--- config.mk ---
export PLATFORM = sky130hd
export DESIGN_NAME = cursor_line_editor
export DESIGN_NICKNAME = d
export VERILOG_FILES = /design/src/hdl/cle_pkg.sv /design/src/hdl/cle_ram.sv /design/src/hdl/cle_ctrl.sv /design/src/hdl/cursor_line_editor.sv
export SDC_FILE = /design/constraint.sdc
export NUM_CORES = 1
export LEC_CHECK = 0
export BUFFER_PORTS_ARGS = -buffer_cell sky130_fd_sc_hd__buf_4
export CAP_MARGIN = 20
export CORE_MARGIN = 3
export CORE_UTILIZATION = 30
export CTS_BUF_LIST = sky130_fd_sc_hd__clkbuf_8
export DETAILED_ROUTE_END_ITERATION = 10
export HOLD_SLACK_MARGIN = 0.06
export MAX_ROUTING_LAYER = met4
export PLACE_DENSITY_LB_ADDON = 0.25
export SLEW_MARGIN = 20
export SYNTH_ARGS = -nofsm -noshare
export SYNTH_HDL_FRONTEND = slang
export SYNTH_SLANG_ARGS = --single-unit
--- constraint.sdc ---
create_clock -name clk -period 9.7 [get_ports clk]
set_input_delay 1.94 -clock clk [delete_from_list [all_inputs] [get_ports clk]]
set_output_delay 1.94 -clock clk [all_outputs]
set_load 0.05 [all_outputs]
--- src/hdl/cle_pkg.sv ---
// shared types, constants and keystroke codes for the cursor line editor
package cle_pkg;

    localparam int CAPACITY = 64;
    localparam int AW       = (CAPACITY > 1) ? $clog2(CAPACITY) : 1;
    localparam int CW       = $clog2(CAPACITY + 1);
    localparam int CHW      = 8;

    typedef logic [AW-1:0]  addr_t;
    typedef logic [CW-1:0]  count_t;
    typedef logic [CHW-1:0] char_t;

    localparam count_t CAP_COUNT = count_t'(CAPACITY);

    typedef enum logic [2:0] {
        KIND_INSERT = 3'd0,
        KIND_LEFT   = 3'd1,
        KIND_RIGHT  = 3'd2,
        KIND_DELETE = 3'd3,
        KIND_FLUSH  = 3'd4
    } kind_t;

    // one port's worth of stack memory access
    typedef struct packed {
        logic  we;
        addr_t waddr;
        char_t wdata;
        logic  re;
        addr_t raddr;
    } mem_req_t;

endpackage

--- src/hdl/cle_ram.sv ---
// generic single-write, single-read synchronous ram with registered read data
module cle_ram #(
    parameter int  DEPTH = 64,
    parameter int  WIDTH = 8,
    localparam int AW    = (DEPTH > 1) ? $clog2(DEPTH) : 1
) (
    input  logic             clk,
    input  logic             we,
    input  logic [AW-1:0]    waddr,
    input  logic [WIDTH-1:0] wdata,
    input  logic             re,
    input  logic [AW-1:0]    raddr,
    output logic [WIDTH-1:0] rdata
);

    logic [WIDTH-1:0] mem_reg [DEPTH];
    logic [WIDTH-1:0] rdata_reg;

    always_ff @(posedge clk)
    begin
        if (we)
        begin
            mem_reg[waddr] <= wdata;
        end
        if (re)
        begin
            rdata_reg <= mem_reg[raddr];
        end
    end

    assign rdata = rdata_reg;

endmodule

--- src/hdl/cle_ctrl.sv ---
// keystroke sequencer: stack counts, cursor moves and the flush walk
module cle_ctrl
    import cle_pkg::*;
(
    input  logic     clk,
    input  logic     rst_n,
    input  logic     start,
    input  logic [2:0] kind,
    input  char_t    ch,
    output logic     busy,
    output logic     strobe,
    output char_t    out_char,
    output logic     last,
    output logic     empty_line,
    output logic     overflowed,
    output mem_req_t left_req,
    output mem_req_t right_req,
    input  char_t    left_rdata,
    input  char_t    right_rdata
);

    typedef enum logic [1:0] {
        S_IDLE,
        S_MOVE_L,
        S_MOVE_R,
        S_FLUSH
    } state_t;

    state_t state_reg, state_next;
    count_t lc_reg, lc_next;
    count_t rc_reg, rc_next;
    logic   ovf_reg, ovf_next;
    count_t pos_reg, pos_next;

    // read stage of the flush walk
    logic   pv_reg, pv_next;
    logic   psel_reg, psel_next;
    logic   plast_reg, plast_next;
    logic   pempty_reg, pempty_next;
    logic   povf_reg, povf_next;

    // result registers
    logic   strobe_reg, strobe_next;
    logic   last_reg, last_next;
    logic   empty_reg, empty_next;
    logic   ovfo_reg, ovfo_next;
    char_t  char_reg, char_next;

    count_t total;
    count_t total_m1;
    count_t rev_pos;
    count_t lc_dec;
    count_t rc_dec;

    assign total    = lc_reg + rc_reg;
    assign total_m1 = total - count_t'(1);
    assign rev_pos  = total_m1 - pos_reg;
    assign lc_dec   = lc_reg - count_t'(1);
    assign rc_dec   = rc_reg - count_t'(1);

    always_comb
    begin
        state_next  = state_reg;
        lc_next     = lc_reg;
        rc_next     = rc_reg;
        ovf_next    = ovf_reg;
        pos_next    = pos_reg;
        pv_next     = 1'b0;
        psel_next   = psel_reg;
        plast_next  = plast_reg;
        pempty_next = pempty_reg;
        povf_next   = povf_reg;
        left_req    = '0;
        right_req   = '0;

        case (state_reg)
            S_IDLE:
            begin
                if (start)
                begin
                    case (kind)
                        KIND_INSERT:
                        begin
                            if (total >= CAP_COUNT)
                            begin
                                ovf_next = 1'b1;
                            end
                            else
                            begin
                                left_req.we    = 1'b1;
                                left_req.waddr = lc_reg[AW-1:0];
                                left_req.wdata = ch;
                                lc_next        = lc_reg + count_t'(1);
                            end
                        end
                        KIND_LEFT:
                        begin
                            if (lc_reg != '0 && rc_reg < CAP_COUNT)
                            begin
                                left_req.re    = 1'b1;
                                left_req.raddr = lc_dec[AW-1:0];
                                lc_next        = lc_dec;
                                state_next     = S_MOVE_L;
                            end
                        end
                        KIND_RIGHT:
                        begin
                            if (rc_reg != '0 && lc_reg < CAP_COUNT)
                            begin
                                right_req.re    = 1'b1;
                                right_req.raddr = rc_dec[AW-1:0];
                                rc_next         = rc_dec;
                                state_next      = S_MOVE_R;
                            end
                        end
                        KIND_DELETE:
                        begin
                            if (lc_reg != '0)
                            begin
                                lc_next = lc_dec;
                            end
                        end
                        KIND_FLUSH:
                        begin
                            if (total == '0)
                            begin
                                // empty line: single marker result, no reads
                                pv_next     = 1'b1;
                                psel_next   = 1'b0;
                                plast_next  = 1'b1;
                                pempty_next = 1'b1;
                                povf_next   = ovf_reg;
                                ovf_next    = 1'b0;
                            end
                            else
                            begin
                                pos_next   = '0;
                                state_next = S_FLUSH;
                            end
                        end
                        default:
                        begin
                        end
                    endcase
                end
            end
            S_MOVE_L:
            begin
                right_req.we    = 1'b1;
                right_req.waddr = rc_reg[AW-1:0];
                right_req.wdata = left_rdata;
                rc_next         = rc_reg + count_t'(1);
                state_next      = S_IDLE;
            end
            S_MOVE_R:
            begin
                left_req.we    = 1'b1;
                left_req.waddr = lc_reg[AW-1:0];
                left_req.wdata = right_rdata;
                lc_next        = lc_reg + count_t'(1);
                state_next     = S_IDLE;
            end
            S_FLUSH:
            begin
                // left stack bottom-up, then right stack top-down
                if (pos_reg < lc_reg)
                begin
                    left_req.re    = 1'b1;
                    left_req.raddr = pos_reg[AW-1:0];
                    psel_next      = 1'b0;
                end
                else
                begin
                    right_req.re    = 1'b1;
                    right_req.raddr = rev_pos[AW-1:0];
                    psel_next       = 1'b1;
                end
                pv_next     = 1'b1;
                pempty_next = 1'b0;
                povf_next   = ovf_reg;
                plast_next  = (pos_reg == total_m1);
                pos_next    = pos_reg + count_t'(1);
                if (pos_reg == total_m1)
                begin
                    lc_next    = '0;
                    rc_next    = '0;
                    ovf_next   = 1'b0;
                    state_next = S_IDLE;
                end
            end
            default:
            begin
                state_next = S_IDLE;
            end
        endcase
    end

    always_comb
    begin
        strobe_next = pv_reg;
        last_next   = last_reg;
        empty_next  = empty_reg;
        ovfo_next   = ovfo_reg;
        char_next   = char_reg;
        if (pv_reg)
        begin
            last_next  = plast_reg;
            empty_next = pempty_reg;
            ovfo_next  = povf_reg;
            if (pempty_reg)
            begin
                char_next = '0;
            end
            else if (psel_reg)
            begin
                char_next = right_rdata;
            end
            else
            begin
                char_next = left_rdata;
            end
        end
    end

    always_ff @(posedge clk or negedge rst_n)
    begin
        if (!rst_n)
        begin
            state_reg  <= S_IDLE;
            lc_reg     <= '0;
            rc_reg     <= '0;
            ovf_reg    <= 1'b0;
            pos_reg    <= '0;
            pv_reg     <= 1'b0;
            psel_reg   <= 1'b0;
            plast_reg  <= 1'b0;
            pempty_reg <= 1'b0;
            povf_reg   <= 1'b0;
            strobe_reg <= 1'b0;
            last_reg   <= 1'b0;
            empty_reg  <= 1'b0;
            ovfo_reg   <= 1'b0;
            char_reg   <= '0;
        end
        else
        begin
            state_reg  <= state_next;
            lc_reg     <= lc_next;
            rc_reg     <= rc_next;
            ovf_reg    <= ovf_next;
            pos_reg    <= pos_next;
            pv_reg     <= pv_next;
            psel_reg   <= psel_next;
            plast_reg  <= plast_next;
            pempty_reg <= pempty_next;
            povf_reg   <= povf_next;
            strobe_reg <= strobe_next;
            last_reg   <= last_next;
            empty_reg  <= empty_next;
            ovfo_reg   <= ovfo_next;
            char_reg   <= char_next;
        end
    end

    assign busy       = (state_reg != S_IDLE);
    assign strobe     = strobe_reg;
    assign out_char   = char_reg;
    assign last       = last_reg;
    assign empty_line = empty_reg;
    assign overflowed = ovfo_reg;

endmodule

--- src/hdl/cursor_line_editor.sv ---
// gap buffer line editor: two stack rams and the keystroke sequencer
// insert, delete and ignored codes leave busy low; a cursor move reads the stack
// top, then writes it to the other stack, with busy high for one cycle.
// a flush keeps busy high while it walks the line, one ram read per cycle;
// results follow one per cycle via the read stage and the result registers.
// an empty-line flush gives one marker result via the same registers, no ram read.
// reset clears counts, overflow flag and control; ram contents are not cleared.
module cursor_line_editor
    import cle_pkg::*;
(
    input  logic       clk,
    input  logic       rst_n,
    input  logic       start,
    input  logic [2:0] kind,
    input  logic [7:0] ch,
    output logic       busy,
    output logic       strobe,
    output logic [7:0] out_char,
    output logic       last,
    output logic       empty_line,
    output logic       overflowed
);

    mem_req_t left_req;
    mem_req_t right_req;
    char_t    left_rdata;
    char_t    right_rdata;

    cle_ram #(
        .DEPTH (CAPACITY),
        .WIDTH (CHW)
    ) u_left_ram (
        .clk   (clk),
        .we    (left_req.we),
        .waddr (left_req.waddr),
        .wdata (left_req.wdata),
        .re    (left_req.re),
        .raddr (left_req.raddr),
        .rdata (left_rdata)
    );

    cle_ram #(
        .DEPTH (CAPACITY),
        .WIDTH (CHW)
    ) u_right_ram (
        .clk   (clk),
        .we    (right_req.we),
        .waddr (right_req.waddr),
        .wdata (right_req.wdata),
        .re    (right_req.re),
        .raddr (right_req.raddr),
        .rdata (right_rdata)
    );

    cle_ctrl u_ctrl (
        .clk         (clk),
        .rst_n       (rst_n),
        .start       (start),
        .kind        (kind),
        .ch          (ch),
        .busy        (busy),
        .strobe      (strobe),
        .out_char    (out_char),
        .last        (last),
        .empty_line  (empty_line),
        .overflowed  (overflowed),
        .left_req    (left_req),
        .right_req   (right_req),
        .left_rdata  (left_rdata),
        .right_rdata (right_rdata)
    );

    // an empty-line result stands alone and carries a zero character
    assert property (@(posedge clk) disable iff (!rst_n)
        strobe && empty_line |-> last && out_char == 8'd0)
    else $error("empty-line result not marked last or character not zero");

    // a flush delivers its characters without gaps up to the last one
    assert property (@(posedge clk) disable iff (!rst_n)
        strobe && !last |=> strobe && !empty_line)
    else $error("gap or empty marker inside a flush");

    // the overflow indication cannot change within one flush
    assert property (@(posedge clk) disable iff (!rst_n)
        strobe && !last |=> overflowed == $past(overflowed))
    else $error("overflow indication changed within a flush");

endmodule

==> out/results.ini, run 1 <==
[placement]
dpl_cell_area_um2=48300
port_buffers=26
dpl.hpwl_um=83100
dp.cells=5277
dp_slack_ns=3.56
place_congestion=0.895

[synth]
postSynthNetCount=3446
synth-seq-area-share_pct=70.5
yosysWarningCount=0
synthDistinctLibCells=88
synth-edff-count=1040
async_reset_ff_share_pct=3.79
synth_top_area_cell=edfxtp_1
synthTopCellsByCount=edfxtp_1 (1,040), nor2_1 (329), nand2_1 (292)
ys_seq_elements=1081
avgSynthCellArea_um2=13.5
synth_top_cells_by_area=edfxtp_1 (68%), nor2_1 (2.7%), mux2i_1 (2.7%)
syn_area_um2=45700
synth.most_common_cell=edfxtp_1
synth_top_area_share_pct=68.3
synth_flop_cell=edfxtp_1
synthCells=3399

[flow_run]
cap_violations=0

[sta]
setup_viol=0
max-slew-margin-rel_pct=17.9
finalClockSkew_ns=0.0441
tns_ns=0
finalHoldViolCount=0
timing.final.crit_period_ns=5.95
slew_viol_final=0
rsz0062_at_grt=no
worst_slack_ns=3.75
worstMarginPinSlew_ns=1.22
fmax_mhz=168
min_period_over_period_pct=61.3
hold_ws_ns=0.498

[floorplanning]
fp-row-count=142
floorplan.initialDensity_pct=30.4
core_um2=151000
dieArea_um2=157000
io_pins=27
fp.dieH_um=397
die_w_um=397

[pwr]
powerDensity_nw_per_um2=234
pwr-share-clk_pct=29.4
swShare_pct=33.7
ir_worst_vdd_mv=0.232
leakagePower_nw=16.8
comb_power_share_pct=23.1
p_int_mw=7.94
p_switching_mw=4.04
seqPwrFrac_pct=47.5
power_mw=12.0

[worst_setup_path]
worstPathCellList=ha_1 -> inv_1 -> fa_1 -> ha_1 -> inv_1 -> fa_1 -> xor2_1 -> nand2_1 -> o21a_1 -> buf_4 -> nor2_4 -> buf_4 -> a32oi_1 -> and4_1 -> a311oi_1 -> nor4_1
critPathMaxFanout=45
cp.required_ns=10.25
path_buf_inv=4
cp_slowest_cell=a311oi_1
worst_ep_arrival_time_ns=6.50
cp-end-kind=flip-flop
slowest_delay_ns=0.96
cpLargestDelayFamily=adder cells
setup.worst_path.start_class=flip-flop
worstSetupPathType=reg -> reg
path_depth=16
reg2reg_depth=16

[layout]
fin_nets=3480
syn2layout_area_growth_pct=12.0
stdcell_area_um2=51200
utilization_pct=34.0
final_cells=5571
drive_above_1_share_pct=10.9

[min_path]
hold_depth=2
hold_class=reg -> reg

[detailed_routing]
drt-initial-drc-count=3274
avgRoutedWirePerCell_um=24.9
avgViaCountPerCell=5.35
vias=29800
drc=0
wirelength_um=139000
final_antenna_net_count=0
drtPass1Iterations=6

[global_route]
grt_first_pass_wirelength_um=203000
grt_overflow=0
grt_pass1_vias=28600
grt_max_degree=113
antenna_found_initial=7
grt_usage_pct=17.8

[clock_tree]
cts_tree=done
cts-resized-gates=0
h-tree-depth=4
cts_max_path_buffers=3
clk_pin_slew_ns=0.06
cts_buffers=170
clk_latency_ns=0.88
numClockSinks=1081
cts-root-buf=clkbuf_8
ctsHoldBuffers=0
cts_setup_buffers=0

[run_status]
status=completed

## final timing paths
path	startpoint	endpoint	slack, ns
min in group asynchronous	rst_n	u_ctrl.lc_reg[0]	1.08
worst max-delay path	u_ctrl.rc_reg[0]	u_right_ram.rdata[7]	3.75
worst max register to register	u_ctrl.rc_reg[0]	u_right_ram.rdata[7]	3.75
worst min-delay path	u_ctrl.pempty_reg	u_ctrl.pempty_reg	0.50
worst min register to register	u_ctrl.pempty_reg	u_ctrl.pempty_reg	0.50
max in group asynchronous	rst_n	u_ctrl.pv_reg	8.20
## per-layer routing
layer	vias to the layer above	global-route usage (%)	share of wire, %
met4	0	5.13	2.4
met3	206	3.21	7.3
met5	-	-	0
li1	13300	-	-
met2	1113	26.5	45
met1	15200	24.8	45
## tightest hold or removal path: cells and delay by family, from the launching register on
family	cells	cell delay, ns
AO/OA/AOI/OAI	1	0.06
flip-flops	1	0.35
AND/OR/NAND/NOR	1	0.05
## cell type report
| class | instances | area, um2 |
|---|---|---|
| Clock inverter | 120 | 626 |
| Multi-Input combinational cell | 2033 | 12500 |
| Antenna cell | 3 | 7.51 |
| Timing Repair Buffer | 103 | 798 |
| Fill cell | 14800 | 99400 |
| Tap cell | 2016 | 2520 |
| Sequential cell | 1081 | 32300 |
| Clock buffer | 171 | 2350 |
| Inverter | 44 | 165 |
## power groups by stage
stage	clock network [mW]	logic, mW	registers, mW
after detailed placement	0	2.75	5.79
final	3.52	2.76	5.70
after global placement	0	2.73	5.79
after CTS	3.61	2.76	5.70
after floorplan	0	1.71	5.76
after global routing	3.80	2.97	5.71
## kinds of logic after synthesis
logic type | after synthesis | share of synthesized area (%)
and+or+nand+nor | 1147 | 11.8
adders and majority gates | 33 | 0.935
muxes | 131 | 2.94
xor gates and xnor gates | 19 | 0.424
AOI/OAI and AO/OA | 703 | 10.8
DFF | 1081 | 70.5
buffers and inverters | 285 | 2.63
## cell usage in the layout, fill, tap and decap left out, types with 19 or more instances in the layout
cell type,count
nor2_1,321
nand3_1,71
nor4_1,20
dfrtp_1,41
nor3_1,201
a221o_1,19
clkinv_1,37
edfxtp_1,1040
clkbuf_8,171
a21oi_1,54
mux2i_1,122
a31oi_1,53
buf_4,101
nand4_1,25
a211oi_1,29
o21ai_0,205
a32oi_1,30
and4_1,20
or3_1,101
o211ai_1,81
a221oi_1,34
inv_1,101
ha_1,30
and3_1,41
nand2_1,291
No activity file was read; power rests on OpenSTA's default activity.
==> run 2: changes to the inputs <==
--- a/config.mk
+++ b/config.mk
@@ -5,6 +5,7 @@
 export SDC_FILE = /design/constraint.sdc
 export NUM_CORES = 1
 export LEC_CHECK = 0
+export ABC_AREA = 1
 export BUFFER_PORTS_ARGS = -buffer_cell sky130_fd_sc_hd__buf_4
 export CAP_MARGIN = 20
 export CORE_MARGIN = 3
==> constraint.sdc (replaced) <==
create_clock -name clk -period 6 [get_ports clk]
set_input_delay 1.2 -clock clk [delete_from_list [all_inputs] [get_ports clk]]
set_output_delay 1.2 -clock clk [all_outputs]
set_load 0.05 [all_outputs]
==> run 2 against run 1 <==
Net effect: total power up 73%; cell area up 8.3%; sequential cell count unchanged; critical path depth down 4; synthesized cell count up 36%; via count up 15%; worst hold slack worse by 0.18 ns; register-to-register slack worse by 2.3 ns.
==> out/results.ini, run 2 <==
[run_status]
status=completed  ; unchanged

[clock_tree]
cts_buffers=180  ; was 170
cts-root-buf=clkbuf_8  ; unchanged
cts-resized-gates=0  ; unchanged
clk_latency_ns=0.90  ; was 0.88 ns
clk_pin_slew_ns=0.06  ; about the same
cts_tree=done  ; unchanged
numClockSinks=1081  ; unchanged
cts_setup_buffers=0  ; unchanged
h-tree-depth=4  ; unchanged
cts_max_path_buffers=3  ; unchanged
ctsHoldBuffers=0  ; unchanged

[sta]
tns_ns=0  ; unchanged
max-slew-margin-rel_pct=22.9  ; was 17.9%
slew_viol_final=0  ; unchanged
finalHoldViolCount=0  ; unchanged
min_period_over_period_pct=76.2  ; was 61.3%
worstMarginPinSlew_ns=1.16  ; was 1.22 ns
setup_viol=0  ; unchanged
rsz0062_at_grt=no  ; unchanged
fmax_mhz=219  ; was 168 MHz
timing.final.crit_period_ns=4.57  ; was 5.95 ns
finalClockSkew_ns=0.0434  ; was 0.0441 ns
worst_slack_ns=1.43  ; was 3.75 ns

[global_route]
grt_max_degree=168  ; was 113
grt_overflow=0  ; unchanged
grt_first_pass_wirelength_um=222000  ; was 203,000 um
grt_pass1_vias=33200  ; was 28,600
antenna_found_initial=2  ; was 7
grt_usage_pct=17.4  ; was 17.8%

[layout]
seqCellArea_um2=32300  ; unchanged
fin_nets=4653  ; was 3,480
multi_input_area_um2=14200  ; was 12,500 um2
drive_above_1_share_pct=8.96  ; was 10.9%
fill_cells=16800  ; was 14,800
layout_common_cells=edfxtp_1 (1,040), nand3_1 (1,017), inv_1 (611)  ; was edfxtp_1 (1,040), nor2_1 (321), nand2_1 (291)
final_common_cell=edfxtp_1  ; unchanged
syn2layout_area_growth_pct=11.0  ; was 12.0%
utilization_pct=33.6  ; was 34.0%

[worst_setup_path]
worstSetupPathType=reg -> reg  ; unchanged
cp-end-kind=flip-flop  ; unchanged
setup.worst_path.start_class=flip-flop  ; unchanged
cp.required_ns=6.49  ; was 10.25 ns
reg2reg_setup_slack_ns=1.43  ; was 3.75 ns
worst_ep_arrival_time_ns=5.07  ; was 6.50 ns
reg2reg_depth=12  ; was 16
regToRegStartpoint=u_ctrl.lc_reg[1]  ; was u_ctrl.rc_reg[0]
r2r-end=u_left_ram.mem_reg[57][5]  ; was u_right_ram.rdata[7]
critPathMaxFanout=9  ; was 45

[synth]
synth_flop_cell=edfxtp_1  ; unchanged
synthCells=4619  ; was 3,399
synthDistinctLibCells=55  ; was 88
synth_top_area_cell=edfxtp_1  ; unchanged
synth.most_common_cell=edfxtp_1  ; unchanged
muxShareOfSynthArea_pct=0.0451  ; was 2.94%
async_reset_ff_share_pct=3.79  ; unchanged
synth_top_family_by_area=simple AND/OR/NAND/NOR gates  ; unchanged
yosysWarningCount=0  ; unchanged
yosys.area_share.simple_pct=24.9  ; was 11.8%
synth_top_cells_by_area=edfxtp_1 (62%), nand3_1 (10%), nand3b_1 (5.9%)  ; was edfxtp_1 (68%), nor2_1 (2.7%), mux2i_1 (2.7%)
avgSynthCellArea_um2=10.8  ; was 13.5 um2
postSynthNetCount=4666  ; was 3,446
synth-seq-area-share_pct=64.6  ; was 70.5%
synth_top_area_share_pct=62.5  ; was 68.3%
synth-edff-count=1040  ; unchanged
ys_seq_elements=1081  ; unchanged
synth_xor_area_share_pct=0.451  ; was 0.424%
syn_area_um2=50000  ; was 45,700 um2
synthTopCellsByCount=edfxtp_1 (1,040), nand3_1 (1,017), nand2_1 (583)  ; was edfxtp_1 (1,040), nor2_1 (329), nand2_1 (292)
synth_compound_area_share_pct=1.78  ; was 10.8%
synthAdderAreaFrac_pct=0.856  ; was 0.935%

[detailed_routing]
drc=0  ; unchanged
drtPass1Iterations=5  ; was 6
vias=34200  ; was 29,800
avgViaCountPerCell=4.92  ; was 5.35
final_antenna_net_count=0  ; unchanged
drt-initial-drc-count=3247  ; was 3,274
avgRoutedWirePerCell_um=21.3  ; was 24.9 um
wirelength_um=148000  ; was 139,000 um

[floorplanning]
dieArea_um2=171000  ; was 157,000 um2
die_w_um=414  ; was 397 um
floorplan.initialDensity_pct=30.3  ; was 30.4%
fp.dieH_um=414  ; was 397 um
core_um2=165000  ; was 151,000 um2
fp-row-count=149  ; was 142
io_pins=27  ; unchanged

[flow_run]
cap_violations=0  ; unchanged

[placement]
place_congestion=0.871  ; was 0.895
dp_slack_ns=1.41  ; was 3.56 ns
dpl.hpwl_um=84800  ; was 83,100 um
port_buffers=26  ; unchanged

[pwr]
ir_worst_vdd_mv=0.439  ; was 0.232 mV
leakagePower_nw=21.0  ; was 16.8 nW
powerDensity_nw_per_um2=373  ; was 234 nW/um2

[min_path]
hold_class=in -> async  ; was reg -> reg

## run 2: changes by cell type after synthesis, sizes merged, moves of 80 or more
cell,delta
o21ai,-104
nand3b,+395
o211ai,-80
or3,-101
clkbuf,-95
nor3,-195
buf,+130
mux2i,-122
nand2,+312
inv,+539
nand3,+959
## run 2: cell families (layout without fill, tap and decap cells)
group	Yosys count	after routing
AOI/OAI and AO/OA	148	148
xor gates and xnor gates	24	24
and+or+nand+nor	2470	2470
muxes	2	2
adders and majority gates	33	33
DFF	1081	1081
other	0	2
buffers and inverters	861	994
## run 2: critical path, stage by stage (launching register included)
cell,delay [ns]
dfrtp_1,0.49
inv_1,0.25
fa_1,0.51
inv_1,0.11
nand4_1,0.11
o211ai_2,0.11
xor2_1,0.26
nand2_1,0.16
nor2_4,0.30
nor2_4,0.10
inv_4,0.13
nand3_1,0.67
nor2_1,0.97
## run 2: worst max-delay path by stage
stage / from / end / slack [ns] / cells after the start
2_1_floorplan: u_ctrl.state_reg[0] / u_left_ram.mem_reg[0][1] / 1.82 / 5
3_3_place_gp: kind[2] / u_left_ram.rdata[1] / 1.43 / 14
3_5_place_dp: u_ctrl.lc_reg[6] / u_left_ram.rdata[1] / 1.41 / 15
4_1_cts: u_ctrl.lc_reg[6] / u_left_ram.rdata[1] / 1.39 / 15
5_1_grt: u_ctrl.lc_reg[1] / u_left_ram.mem_reg[18][0] / 1.18 / 12
6_report: u_ctrl.lc_reg[1] / u_left_ram.mem_reg[57][5] / 1.43 / 12
## run 2: power breakdown
group	leakage [nW]	total, mW	internal, mW	switching [mW]
combinational	8.97	5.25	1.19	4.06
clock	1.92	6.29	3.22	3.07
sequential	10.1	9.15	8.91	0.243
total	21.0	20.7	13.3	7.38
## run 2: layer usage
layer	up-vias	wire [um]	track usage, %
met3	268	8470	2.68
met2	1054	67900	26.4
met1	17000	66700	23.6
met4	0	4980	6.40
li1	15900	-	-
met5	-	0	-
## run 2: final cells by class
| class | count | area share (%) |
|---|---|---|
| Clock inverter | 142 | 1.45 |
| Antenna cell | 2 | 0.00902 |
| Timing Repair Buffer | 81 | 1.34 |
| Clock buffer | 186 | 4.61 |
| Tap cell | 2189 | 4.94 |
| Multi-Input combinational cell | 2677 | 25.5 |
| Sequential cell | 1081 | 58.1 |
| Inverter | 585 | 3.98 |
## run 2: metrics by stage
stage	power [mW]	cells	area (um2)	hold WS [ns]
after floorplan	12.7	4619	50000	0.413
after global placement	14.5	6613	52100	0.453
after detailed placement	14.6	6613	52100	0.442
after CTS	20.9	6941	55500	0.245
after global routing	21.7	6943	55500	0.288
final	20.7	6943	55500	0.321
